===== src/rtl/assert_macros.svh =====
// Assertion macros shared by the edge magnitude RTL.
// No dependencies; included by the modules that carry assertions.
`ifndef ASSERT_MACROS_SVH
`define ASSERT_MACROS_SVH

// Same-cycle implication, disabled during reset
`define ASSERT_IMPL(lbl, clk, rst_n, ante, cons, msg) \
    lbl: assert property (@(posedge clk) disable iff (!rst_n) (ante) |-> (cons)) \
        else $error(msg);

// Next-cycle implication, disabled during reset
`define ASSERT_NEXT(lbl, clk, rst_n, ante, cons, msg) \
    lbl: assert property (@(posedge clk) disable iff (!rst_n) (ante) |=> (cons)) \
        else $error(msg);

`endif


===== src/rtl/pem_pkg.sv =====
// Package for the Prewitt edge magnitude block: widths, register codes,
// reset values and the controller/datapath command and status structs.
// No dependencies.
package pem_pkg;

    // Field widths
    localparam int PIX_W      = 8;
    localparam int GRAD_W     = 11;
    localparam int MAG_W      = 11;
    localparam int FW_W       = 12;
    localparam int FH_W       = 16;
    localparam int CFG_IDX_W  = 4;
    localparam int CFG_DATA_W = 16;

    // Square root unit: radicand holds gx^2 + gy^2 (below 2^21), two bits per step
    localparam int RAD_W      = 2 * MAG_W;
    localparam int REM_W      = MAG_W + 3;
    localparam int ROOT_STEPS = MAG_W;

    // Register indexes
    localparam logic [CFG_IDX_W-1:0] REG_FRAME_WIDTH  = CFG_IDX_W'(0);
    localparam logic [CFG_IDX_W-1:0] REG_FRAME_HEIGHT = CFG_IDX_W'(1);

    // Reset values and defaults
    localparam logic [FW_W-1:0] FW_RESET = FW_W'(640);
    localparam logic [FH_W-1:0] FH_RESET = FH_W'(480);
    localparam int MAX_WIDTH_DEFAULT     = 2048;

    // Controller to datapath commands
    typedef struct packed {
        logic capture;     // take the pixel, advance the raster position
        logic mem_read;    // read both line stores at the captured column
        logic win_shift;   // write back line stores, shift the window
        logic grad_load;   // register both gradients
        logic root_start;  // load gx^2 + gy^2 into the root unit
        logic out_load;    // move the result into the output register
    } pem_cmd_t;

    // Datapath to controller status
    typedef struct packed {
        logic interior;    // captured pixel produces a result
        logic root_busy;   // root unit still iterating
        logic out_free;    // output register can take a new item
    } pem_status_t;

endpackage


===== src/rtl/pem_ctrl.sv =====
// Controller state machine: sequences capture, line store access, window
// shift, gradients, root and result hand-off. Depends on pem_pkg, assert_macros.svh.
`include "assert_macros.svh"

module pem_ctrl
    import pem_pkg::*;
(
    input  logic        clk,
    input  logic        rst_n,
    input  logic        in_valid,
    output logic        in_ready,
    input  pem_status_t status,
    output pem_cmd_t    cmd
);

    localparam logic [2:0] ST_IDLE = 3'd0;
    localparam logic [2:0] ST_READ = 3'd1;
    localparam logic [2:0] ST_WIN  = 3'd2;
    localparam logic [2:0] ST_GRAD = 3'd3;
    localparam logic [2:0] ST_SQ   = 3'd4;
    localparam logic [2:0] ST_ROOT = 3'd5;
    localparam logic [2:0] ST_EMIT = 3'd6;

    logic [2:0] state_reg;
    logic [2:0] state_next;

    always_ff @(posedge clk or negedge rst_n)
    begin
        if (!rst_n)
        begin
            state_reg <= ST_IDLE;
        end
        else
        begin
            state_reg <= state_next;
        end
    end

    // Next state and commands
    always_comb
    begin
        state_next = state_reg;
        cmd        = '0;
        unique case (state_reg)
            ST_IDLE:
            begin
                cmd.capture = in_valid;
                if (in_valid)
                begin
                    state_next = ST_READ;
                end
            end
            ST_READ:
            begin
                cmd.mem_read = 1'b1;
                state_next   = ST_WIN;
            end
            ST_WIN:
            begin
                cmd.win_shift = 1'b1;
                state_next    = status.interior ? ST_GRAD : ST_IDLE;
            end
            ST_GRAD:
            begin
                cmd.grad_load = 1'b1;
                state_next    = ST_SQ;
            end
            ST_SQ:
            begin
                cmd.root_start = 1'b1;
                state_next     = ST_ROOT;
            end
            ST_ROOT:
            begin
                if (!status.root_busy)
                begin
                    state_next = ST_EMIT;
                end
            end
            ST_EMIT:
            begin
                cmd.out_load = status.out_free;
                if (status.out_free)
                begin
                    state_next = ST_IDLE;
                end
            end
            default:
            begin
                state_next = ST_IDLE;
            end
        endcase
    end

    assign in_ready = (state_reg == ST_IDLE);

    `ASSERT_NEXT(a_accept_reads, clk, rst_n, in_valid && in_ready,
        state_reg == ST_READ, "accepted item not followed by line store read")
    `ASSERT_NEXT(a_border_done, clk, rst_n, (state_reg == ST_WIN) && !status.interior,
        state_reg == ST_IDLE, "border pixel did not return to idle")

endmodule

===== config.mk =====
export PLATFORM = sky130hd
export DESIGN_NAME = pem_ctrl
export DESIGN_NICKNAME = d
export VERILOG_FILES = /design/src/rtl/pem_pkg.sv /design/src/rtl/pem_ctrl.sv
export VERILOG_INCLUDE_DIRS = /design/src /design/src/rtl
export SDC_FILE = /design/constraint.sdc
export NUM_CORES = 1
export LEC_CHECK = 0
export BUFFER_PORTS_ARGS = -buffer_cell sky130_fd_sc_hd__buf_2
export CORE_AREA = 2 2 39 41
export DETAILED_ROUTE_END_ITERATION = 10
export DIE_AREA = 0 0 41 43
export PLACE_DENSITY = 0.41
export RECOVER_POWER = 50
export SLEW_MARGIN = 20
export SYNTH_ARGS = -nofsm -noshare
export SYNTH_HDL_FRONTEND = slang
export SYNTH_SLANG_ARGS = --single-unit

===== constraint.sdc =====
create_clock -name clk -period 0.9 [get_ports clk]
set_input_delay 0.225 -clock clk [delete_from_list [all_inputs] [get_ports clk]]
set_output_delay 0.225 -clock clk [all_outputs]
set_load 0.03 [all_outputs]

* Yosys cells after proc, flatten, opt, wreduce, memory -nomap -nowiden *
Cells that the tools add are included.

cells by class
  equality and inequality tests = 9
  mux-type cells = 11
  reductions and logical operators = 2

operators by type and width
  operator                                        number
  case mux 3 bit (7 select lines)                 1
  == test 3 bit (second input constant)           3
  2-to-1 mux 3 bit                                3
  == test 3 x 2 -> 1 bit (second input constant)  2
  2-to-1 mux 1 bit                                6
  != test 2 bit (second input constant)           3
  == test 3 x 1 -> 1 bit (second input constant)  1
  logical NOT 3 bit                               1
  AND reduction 3 bit                             1
  2-to-1 mux 2 bit                                1

word-level totals
  bits in registers = 3
  output and inout bits = 7

* Depth between registers and ports, before layout *
Gate-level depths: netlist (run 1).

  word-level depth = 3
  mapped depth = 4
  mapped depth without buffers = 3

* Least setup slack after synthesis (run 1) *
OpenSTA, ideal clock, no wires.

  kind = reg2out
  start = register state_reg[0]
  end = output cmd[5] (netlist bit)
  data arrival time = 1.650 ns
  data required time = 0.675 ns
  slack = -0.975 ns
  cell stages (with the launch flop) = 4
  path buffers = 1
  cell sequence = dfrtp_1 > buf_2 > nor3_1 > and2_1

RTL lines
  item                      line            RTL
  start: declaration        pem_ctrl.sv:24  logic [2:0] state_reg;
  start signal: assignment  pem_ctrl.sv:35  state_reg <= state_next;
  end: declaration          pem_ctrl.sv:13  output pem_cmd_t cmd

==> impl_metrics.tcl, run 1 <==
set metrics [dict create \
    worst_setup_path_start_kind "flop" \
    synth_area_per_cell_um2 8.66 \
    cts_buffers 3 \
    grtUsageTotal_pct 10.5 \
    tns_ns -3.96 \
    rsz0062_at_grt "yes" \
    grt_overflow 0 \
    cts_tree "yes" \
    dp.cells 61 \
    r2r-end "state_reg[1]" \
    leakagePower_nw 0.243 \
    slowest_stage "dfrtp_2" \
    min_from "status[2]" \
    p_per_area_mw_per_mm2 3900 \
    cpMostUsedCell "buf_4" \
    path_cells "buf_4, nor3b_2, buf_4" \
    vias 289 \
    skew_ns 0.00195 \
    hold_path.class "in -> reg" \
    fin_crit_sh_pct 157 \
    drtAntennaViolNets 0 \
    place_congestion 0.790 \
    design_area_um2 531 \
    placed_cell_area_um2 403 \
    peakVddDrop_mv 1.16 \
    setup_viol 10 \
    worstPathRequired_ns 0.67 \
    worstSetupEndpointType "output pin" \
    cp_slowest_stage_delay_ns 0.45 \
    fmax_mhz 707 \
    core_area_mm2 0.00138 \
    firstDrtPassIters 2 \
    p_seq_share_pct 15.7 \
    insertion_delay_ns 0.23 \
    clk_path_buf_depth 2 \
    synth-edff-count 0 \
    final-max-slew-violation-count 0 \
    largest_reg_flops 3 \
    whs_path_depth 2 \
    antenna_cells 0 \
    cp.buffers_inverters 2 \
    ys.flop_type "dfrtp_1" \
    die_area_mm2 0.00176 \
    dp_hpwl_um 493 \
    grt_first_pass_wirelength_mm 1.21 \
    post-place-ws_ns -0.387 \
    nFillCells 145 \
    slew_headroom_pct 87.2 \
    wirelength_um 664 \
    p_comb_share_pct 72.9 \
    clk_pin_slew_ns 0.04 \
    syn_nets 32 \
    portBuffers 12 \
    antenna_found_initial 0 \
    synth_cell_types 19 \
    r2r-start "state_reg[0]" \
    cts_max_level 1 \
    async_flop_share_pct 100 \
    power.internal_mw 1.19 \
    drive_above_1_share_pct 75.9 \
    initial_core_util_pct 16.3 \
    p_sw_share_pct 42.6 \
    nets 61 \
    crit_family "flip-flops" \
    cp_max_fo 5 \
    grt_max_degree 9 \
    fp.dieH_um 43 \
    hold_path_end "state_reg[0]" \
    period_needed_ns 1.41 \
    arrival_ns 1.19 \
    syn_area_um2 225 \
    r2r_slack_ns -0.27 \
    layout_setup_ws_ns -0.515 \
    synth-seq-cells 3 \
    failed_checks "setup timing" \
    drtIter0Drc 1 \
    drv_cap 0 \
    cts_root_buf "clkbuf_4" \
    drc 0 \
    grt_pass1_vias 312 \
    die_x_um 41 \
    seq_area_um2 77.6 \
    timing.final.hold_violations 0 \
    syn_inst 26 \
    yosysSeqAreaShare_pct 33.3 \
    switchingPower_uw 881 \
    clkPwrFrac_pct 11.3 \
    final_cells 70 \
    std_cell_rows 14 \
    worstSetupPathType "reg -> out" \
    wire_per_inst_um 9.49 \
    vias_per_cell 4.13 \
    status "finished with violations" \
    design_power_total_mw 2.07 \
    worst_pin_slew_ns 0.191 \
    cts_sinks 3 \
    syn_to_final_growth_pct 136 \
    io_pins 13 \
    ff2ff_path_depth 4 \
    multi_input_area_um2 200 \
    yosys_warnings 0 \
]
## cells in the mapped netlist, types with 2 or more instances
library cell	n	share of area (%)
nor2b_1	2	5.6
nand2_1	2	3.3
nor2_1	2	3.3
dfrtp_1	3	33
nand2b_1	2	5.6
buf_2	2	4.4
## cell families (layout without fill, tap and decap cells)
| kind of cell | after synthesis | in the layout | share of synthesized area [%] |
|---|---|---|---|
| DFF | 3 | 3 | 33.3 |
| and+or+nand+nor | 14 | 14 | 40.6 |
| AOI/OAI and AO/OA | 7 | 7 | 21.7 |
| buffers and inverters | 2 | 30 | 4.44 |
## area by class of cell
cell class,count,share of cell area (%)
clock buffer,4,4.95
multi-input combinational,21,37.7
tap,16,3.77
timing repair buffer,26,38.9
sequential,3,14.6
## worst max-delay path by stage
stage | startpoint | to | slack (ns) | cells past startpoint
final | state_reg[0] | cmd[1] | -0.51 | 3
after floorplan | state_reg[0] | cmd[5] | -0.45 | 3
after CTS | state_reg[0] | cmd[3] | -0.54 | 3
after global placement | state_reg[0] | cmd[2] | -0.37 | 3
after global routing | state_reg[0] | cmd[3] | -0.55 | 3
after detailed placement | state_reg[0] | cmd[5] | -0.39 | 3
## cells in the final DEF, fill, tap and decap left out, types with 2 or more instances in the layout
cell	n
clkbuf_4	3
clkbuf_1	2
nor2_4	2
buf_4	14
nand2b_1	2
dfrtp_2	2
buf_6	6
buf_2	4
## through the flow
step / utilization, % / hold slack (ns)
2_1_floorplan: - / -0.0706
4_1_cts: 37.0 / 0.236
6_report: 38.3 / 0.239
3_3_place_gp: 29.1 / 0.0212
5_1_grt: 38.3 / 0.243
3_5_place_dp: 29.1 / 0.0227
## power by group through the flow
stage	sequential (mW)	combinational, mW	clock (mW)
2_1_floorplan	0.285	0.821	0
3_3_place_gp	0.345	1.12	0
3_5_place_dp	0.348	1.11	0
4_1_cts	0.324	1.42	0.241
5_1_grt	0.340	1.63	0.246
6_report	0.325	1.51	0.234
## per-layer routing
metal  global-route usage, %  wire, um
met5                       0         0
met3                    3.14        21
met2                    15.0       374
met4                    8.00         0
met1                    12.4       268
## what timing repair did
| action | 4_1_cts | 5_1_grt |
|---|---|---|
| endpoints found under the hold margin | 3 | 0 |
| setup buffers | 5 | 1 |
| pin swaps | 2 | 5 |
| hold buffers | 1 | 0 |
| setup endpoints to repair | 10 | 10 |
| gates resized for setup | 16 | 6 |
Note: power is estimated with default switching activity, not from simulation.
==> run 2, diff against run 1 <==
--- a/config.mk
+++ b/config.mk
@@ -7,10 +7,12 @@
 export NUM_CORES = 1
 export LEC_CHECK = 0
 export BUFFER_PORTS_ARGS = -buffer_cell sky130_fd_sc_hd__buf_2
+export CELL_PAD_IN_SITES_DETAIL_PLACEMENT = 1
+export CELL_PAD_IN_SITES_GLOBAL_PLACEMENT = 1
 export CORE_AREA = 2 2 39 41
 export DETAILED_ROUTE_END_ITERATION = 10
 export DIE_AREA = 0 0 41 43
-export PLACE_DENSITY = 0.41
+export PLACE_DENSITY = 0.53
 export RECOVER_POWER = 50
 export SLEW_MARGIN = 20
 export SYNTH_ARGS = -nofsm -noshare
==> constraint.sdc (replaced) <==
create_clock -name clk -period 0.9 [get_ports clk]
set_input_delay 0.09 -clock clk [delete_from_list [all_inputs] [get_ports clk]]
set_output_delay 0.09 -clock clk [all_outputs]
set_load 0.03 [all_outputs]
==> run 2 against run 1 <==
  * The run still ends with setup timing left
  * Global-route usage increased by 0.91 points
  * Non-clock buffer count is 2 lower
  * Critical path depth unchanged
  * Count of clock-buffer cells in the layout unchanged
  * Cell count is 2.9% lower
  * Critical endpoint unchanged
  * Largest cell class is now multi-input gates
==> impl_metrics.tcl, run 2 (synthesized netlist as in run 1, its figures left out) <==
set metrics [dict create \
    cts_tree "yes" \
    skew_ns 0.00509 \
    worstSetupPathType "reg -> out" \
    worstSetupEndpointType "output pin" \
    peakVddDrop_mv 1.16 \
    min_from "status[2]" \
    layout_setup_ws_ns -0.399 \
    r2r_slack_ns -0.31 \
    drive_above_1_share_pct 73.1 \
    arrival_ns 1.21 \
    period_needed_ns 1.30 \
    fp.dieH_um 43 \
    clk_path_buf_depth 2 \
    drtIter0Drc 1 \
    final_util_pct 38.7 \
    whs_path_depth 2 \
    drv_cap 0 \
    antenna_found_initial 0 \
    firstDrtPassIters 2 \
    timing.final.hold_violations 0 \
    wirelength_um 860 \
    final_cells 68 \
    cts_sinks 3 \
    std_cell_rows 14 \
    setup_viol 10 \
    core_area_mm2 0.00138 \
    insertion_delay_ns 0.24 \
    leakagePower_nw 0.245 \
    cts_buffers 3 \
    io_pins 13 \
    failed_checks "setup timing" \
    rsz0062_at_grt "yes" \
    slew_headroom_pct 84.4 \
    design_power_total_mw 2.16 \
    placed_cell_area_um2 364 \
    worstPathRequired_ns 0.81 \
    wire_per_inst_um 12.6 \
    place_congestion 0.736 \
    clk_pin_slew_ns 0.04 \
    grt_pass1_vias 286 \
    portBuffers 12 \
    dp.cells 55 \
    grt_max_degree 9 \
    largest_reg_flops 3 \
    drc 0 \
    r2r-end "state_reg[0]" \
    status "finished with violations" \
    r2r-start "state_reg[0]" \
    hold_path_end "state_reg[0]" \
    final-max-slew-violation-count 0 \
    mostFrequentLayoutCells "10 x buf_6, 7 x buf_4, 5 x buf_2" \
    tns_ns -3.22 \
    initial_core_util_pct 16.3 \
    worst_setup_path_start_kind "flop" \
    dp_hpwl_um 484 \
    die_area_mm2 0.00176 \
    design_area_um2 536 \
    nets 59 \
    cp_max_fo 6 \
    fmax_mhz 770 \
    hold_path.class "in -> reg" \
    vias 295 \
    p_per_area_mw_per_mm2 4040 \
    syn_to_final_growth_pct 138 \
    mostFrequentLayoutCell "buf_6" \
    grt_overflow 0 \
    cts_max_level 1 \
    cts_root_buf "clkbuf_4" \
    ff2ff_path_depth 6 \
    grtUsageTotal_pct 11.4 \
    fin_crit_sh_pct 144 \
    die_x_um 41 \
    worst_pin_slew_ns 0.233 \
    vias_per_cell 4.34 \
    drtAntennaViolNets 0 \
    grt_first_pass_wirelength_mm 1.30 \
    antenna_cells 0 \
]
==> run 2: worst max-delay path: stages (launching register included) <==
cell and delay [ns]:
dfrtp_2 0.49, buf_6 0.15, nor3b_4 0.17, buf_6 0.15
==> run 2: worst max path at each step <==
| stage | from | endpoint | cells after the start |
|---|---|---|---|
| 2_1_floorplan | state_reg[0] | cmd[5] | 3 |
| 3_3_place_gp | state_reg[0] | state_reg[0] | 4 |
| 3_5_place_dp | state_reg[0] | cmd[2] | 3 |
| 4_1_cts | state_reg[0] | cmd[1] | 3 |
| 5_1_grt | state_reg[0] | cmd[1] | 3 |
| 6_report | state_reg[0] | cmd[1] | 3 |
==> run 2: what timing repair did <==
| action | 4_1_cts | 5_1_grt |
|---|---|---|
| pin swaps | 7 | 2 |
| gates resized for setup | 22 | 2 |
| endpoints found under the hold margin | 3 | 0 |
| hold buffers | 1 | 0 |
| setup endpoints to repair | 10 | 10 |
| setup buffers | 8 | 0 |
==> run 2: metrics by stage <==
| step | hold slack, ns | worst slack, ns |
|---|---|---|
| global placement | -0.114 | -0.272 |
| detailed placement | -0.115 | -0.285 |
| finish | 0.101 | -0.399 |
| CTS | 0.115 | -0.381 |
| global route | 0.142 | -0.440 |
| floorplan | -0.206 | -0.317 |
==> run 2: report_power, final <==
part           total, mW  switching [mW]  leakage, nW  internal (mW)
Clock              0.244          0.0776       0.0150          0.167
Sequential         0.421           0.207       0.0337          0.214
Combinational       1.50           0.671        0.196          0.829
==> run 2: metal layers <==
metal / vias up / share of wire [%] / global-route usage [%] / wire, um
met5: - / 0 / 0 / 0
met4: 0 / 2.9 / 8.00 / 25
met3: 2 / 5.3 / 0.524 / 46
met2: 10 / 51 / 17.2 / 442
met1: 138 / 40 / 14.7 / 346
li1: 145 / - / - / -
==> run 2: area by class of cell <==
| cell class | count | area [um2] |
|---|---|---|
| flip-flops and latches | 3 | 78.8 |
| repair buffers | 24 | 204 |
| well taps | 16 | 20.0 |
| multi-input cells | 21 | 206 |
| fillers | 168 | 848 |
| clock buffers | 4 | 26.3 |
==> run 3, diff against run 2 <==
--- a/config.mk
+++ b/config.mk
@@ -12,7 +12,7 @@
 export CORE_AREA = 2 2 39 41
 export DETAILED_ROUTE_END_ITERATION = 10
 export DIE_AREA = 0 0 41 43
-export PLACE_DENSITY = 0.53
+export PLACE_DENSITY = 0.54
 export RECOVER_POWER = 50
 export SLEW_MARGIN = 20
 export SYNTH_ARGS = -nofsm -noshare
==> run 3 against run 2 <==
  * The run still ends with setup timing left
  * Largest cell class unchanged
  * Global-route usage fell by 3.0 points
  * Largest power group unchanged
  * Non-clock buffer count fell by 3
  * Sequential power fell by 1%
  * Combinational power fell by 14%
==> impl_metrics.tcl, run 3 (synthesized netlist as in run 1, its figures left out) <==
set metrics [dict create \
    hold_path.class "in -> reg" \
    fmax_mhz 791 \
    layout_setup_ws_ns -0.364 \
    power.internal_mw 1.07 \
    core_area_mm2 0.00138 \
    period_needed_ns 1.26 \
    design_area_um2 490 \
    slew_headroom_pct 83.0 \
    r2r-start "state_reg[0]" \
    p_comb_share_pct 66.7 \
    placed_cell_area_um2 357 \
    worstSetupEndpointType "output pin" \
    worstSetupPathType "reg -> out" \
    timing.final.hold_violations 0 \
    fp.dieH_um 43 \
    die_area_mm2 0.00176 \
    nFillCells 161 \
    io_pins 13 \
    peakVddDrop_mv 1.16 \
    std_cell_rows 14 \
    seq_area_um2 78.8 \
    routed.top_layer "met3" \
    drtAntennaViolNets 0 \
    wirelength_um 701 \
    setup_viol 10 \
    cts_sinks 3 \
    vias_per_cell 4.35 \
    p_seq_share_pct 21.5 \
    multi_input_area_um2 203 \
    drv_cap 0 \
    initial_core_util_pct 16.3 \
    min_from "status[2]" \
    cts_root_buf "clkbuf_4" \
    worst_pin_slew_ns 0.255 \
    cp_max_fo 8 \
    post-place-ws_ns -0.320 \
    cts_tree "yes" \
    portBuffers 12 \
    wl_met1_um 274 \
    fin_crit_sh_pct 140 \
    grtUsageTotal_pct 8.37 \
    wl_met2_um 387 \
    critPathLaunch "state_reg[0]" \
    worstPathRequired_ns 0.81 \
    insertion_delay_ns 0.23 \
    cts_buffers 3 \
    arrival_ns 1.17 \
    cts_max_level 1 \
    grt_first_pass_wirelength_mm 1.02 \
    p_sw_share_pct 44.7 \
    mostFrequentLayoutCell "buf_4" \
    failed_checks "setup timing" \
    wire_per_inst_um 10.8 \
    mostFrequentLayoutCells "9 x buf_4, 5 x buf_2, 5 x buf_6" \
    worst_setup_path_start_kind "flop" \
    drc 0 \
    place_congestion 0.729 \
    skew_ns 0.000812 \
    clk_pin_slew_ns 0.03 \
    wl_met3_um 39 \
    design_power_total_mw 1.93 \
    nets 56 \
    largest_reg_flops 3 \
    clkPwrFrac_pct 11.7 \
    leakagePower_nw 0.218 \
    dp_hpwl_um 477 \
    grt_overflow 0 \
    antenna_cells 0 \
    antenna_found_initial 0 \
    vias 283 \
    grt_max_degree 9 \
    status "finished with violations" \
    tns_ns -2.84 \
    syn_to_final_growth_pct 118 \
    final-max-slew-violation-count 0 \
    clk_path_buf_depth 2 \
    holdWs_ns 0.114 \
    p_per_area_mw_per_mm2 3940 \
    drive_above_1_share_pct 73.5 \
    switchingPower_uw 865 \
    drtIter0Drc 1 \
    grt_pass1_vias 250 \
    rsz0062_at_grt "yes" \
    firstDrtPassIters 2 \
    die_x_um 41 \
]
-- run 3: layout make-up --
type / count / area share, %
Clock buffer: 4 / 5.36
Sequential cell: 3 / 16.1
Timing Repair Buffer: 21 / 33.2
Multi-Input combinational cell: 21 / 41.3
Tap cell: 16 / 4.08
-- run 3: stage by stage --
step / cells / util, %
floorplan: 26 / -
global placement: 54 / 25.8
detailed placement: 54 / 25.8
CTS: 64 / 33.5
global route: 65 / 35.4
finish: 65 / 35.4
-- run 3: path summary, 6_finish.rpt --
check                               end  slack, ns  cells after the start
max                              cmd[0]      -0.36                      3
min                        state_reg[0]       0.11                      2
max reg2reg                state_reg[1]      -0.32                      4
min reg2reg                state_reg[0]       0.69                      2
max in group asynchronous  state_reg[0]       0.55                      2
min in group asynchronous  state_reg[2]       0.19                      2
-- run 3: power by group through the flow --
stage               sequential [mW]  clock [mW]  combinational (mW)
global placement              0.422           0               0.888
global route                  0.435       0.243                1.39
finish                        0.417       0.227                1.29
detailed placement            0.430           0               0.889
floorplan                     0.287           0               0.855
CTS                           0.417       0.234                1.17
-- run 3: metal layers --
metal,vias up,global-route usage (%)
li1,139,-
met1,136,10.7
met2,8,13.8
met3,0,0
met4,0,4.00
met5,-,0
-- run 3: worst max-delay path, cell delays in order (launching register included) --
cell and delay [ns]:
dfrtp_2 0.49, nor2b_4 0.15, and3_4 0.18, buf_6 0.12
-- run 3: what timing repair did --
item | 4_1_cts | 5_1_grt
buffers inserted | 5 | 1
pin swaps | 2 | 4
resized for setup | 12 | 6
hold buffers | 1 | 0
hold endpoints to repair | 3 | 0
endpoints found under the setup margin | 10 | 10
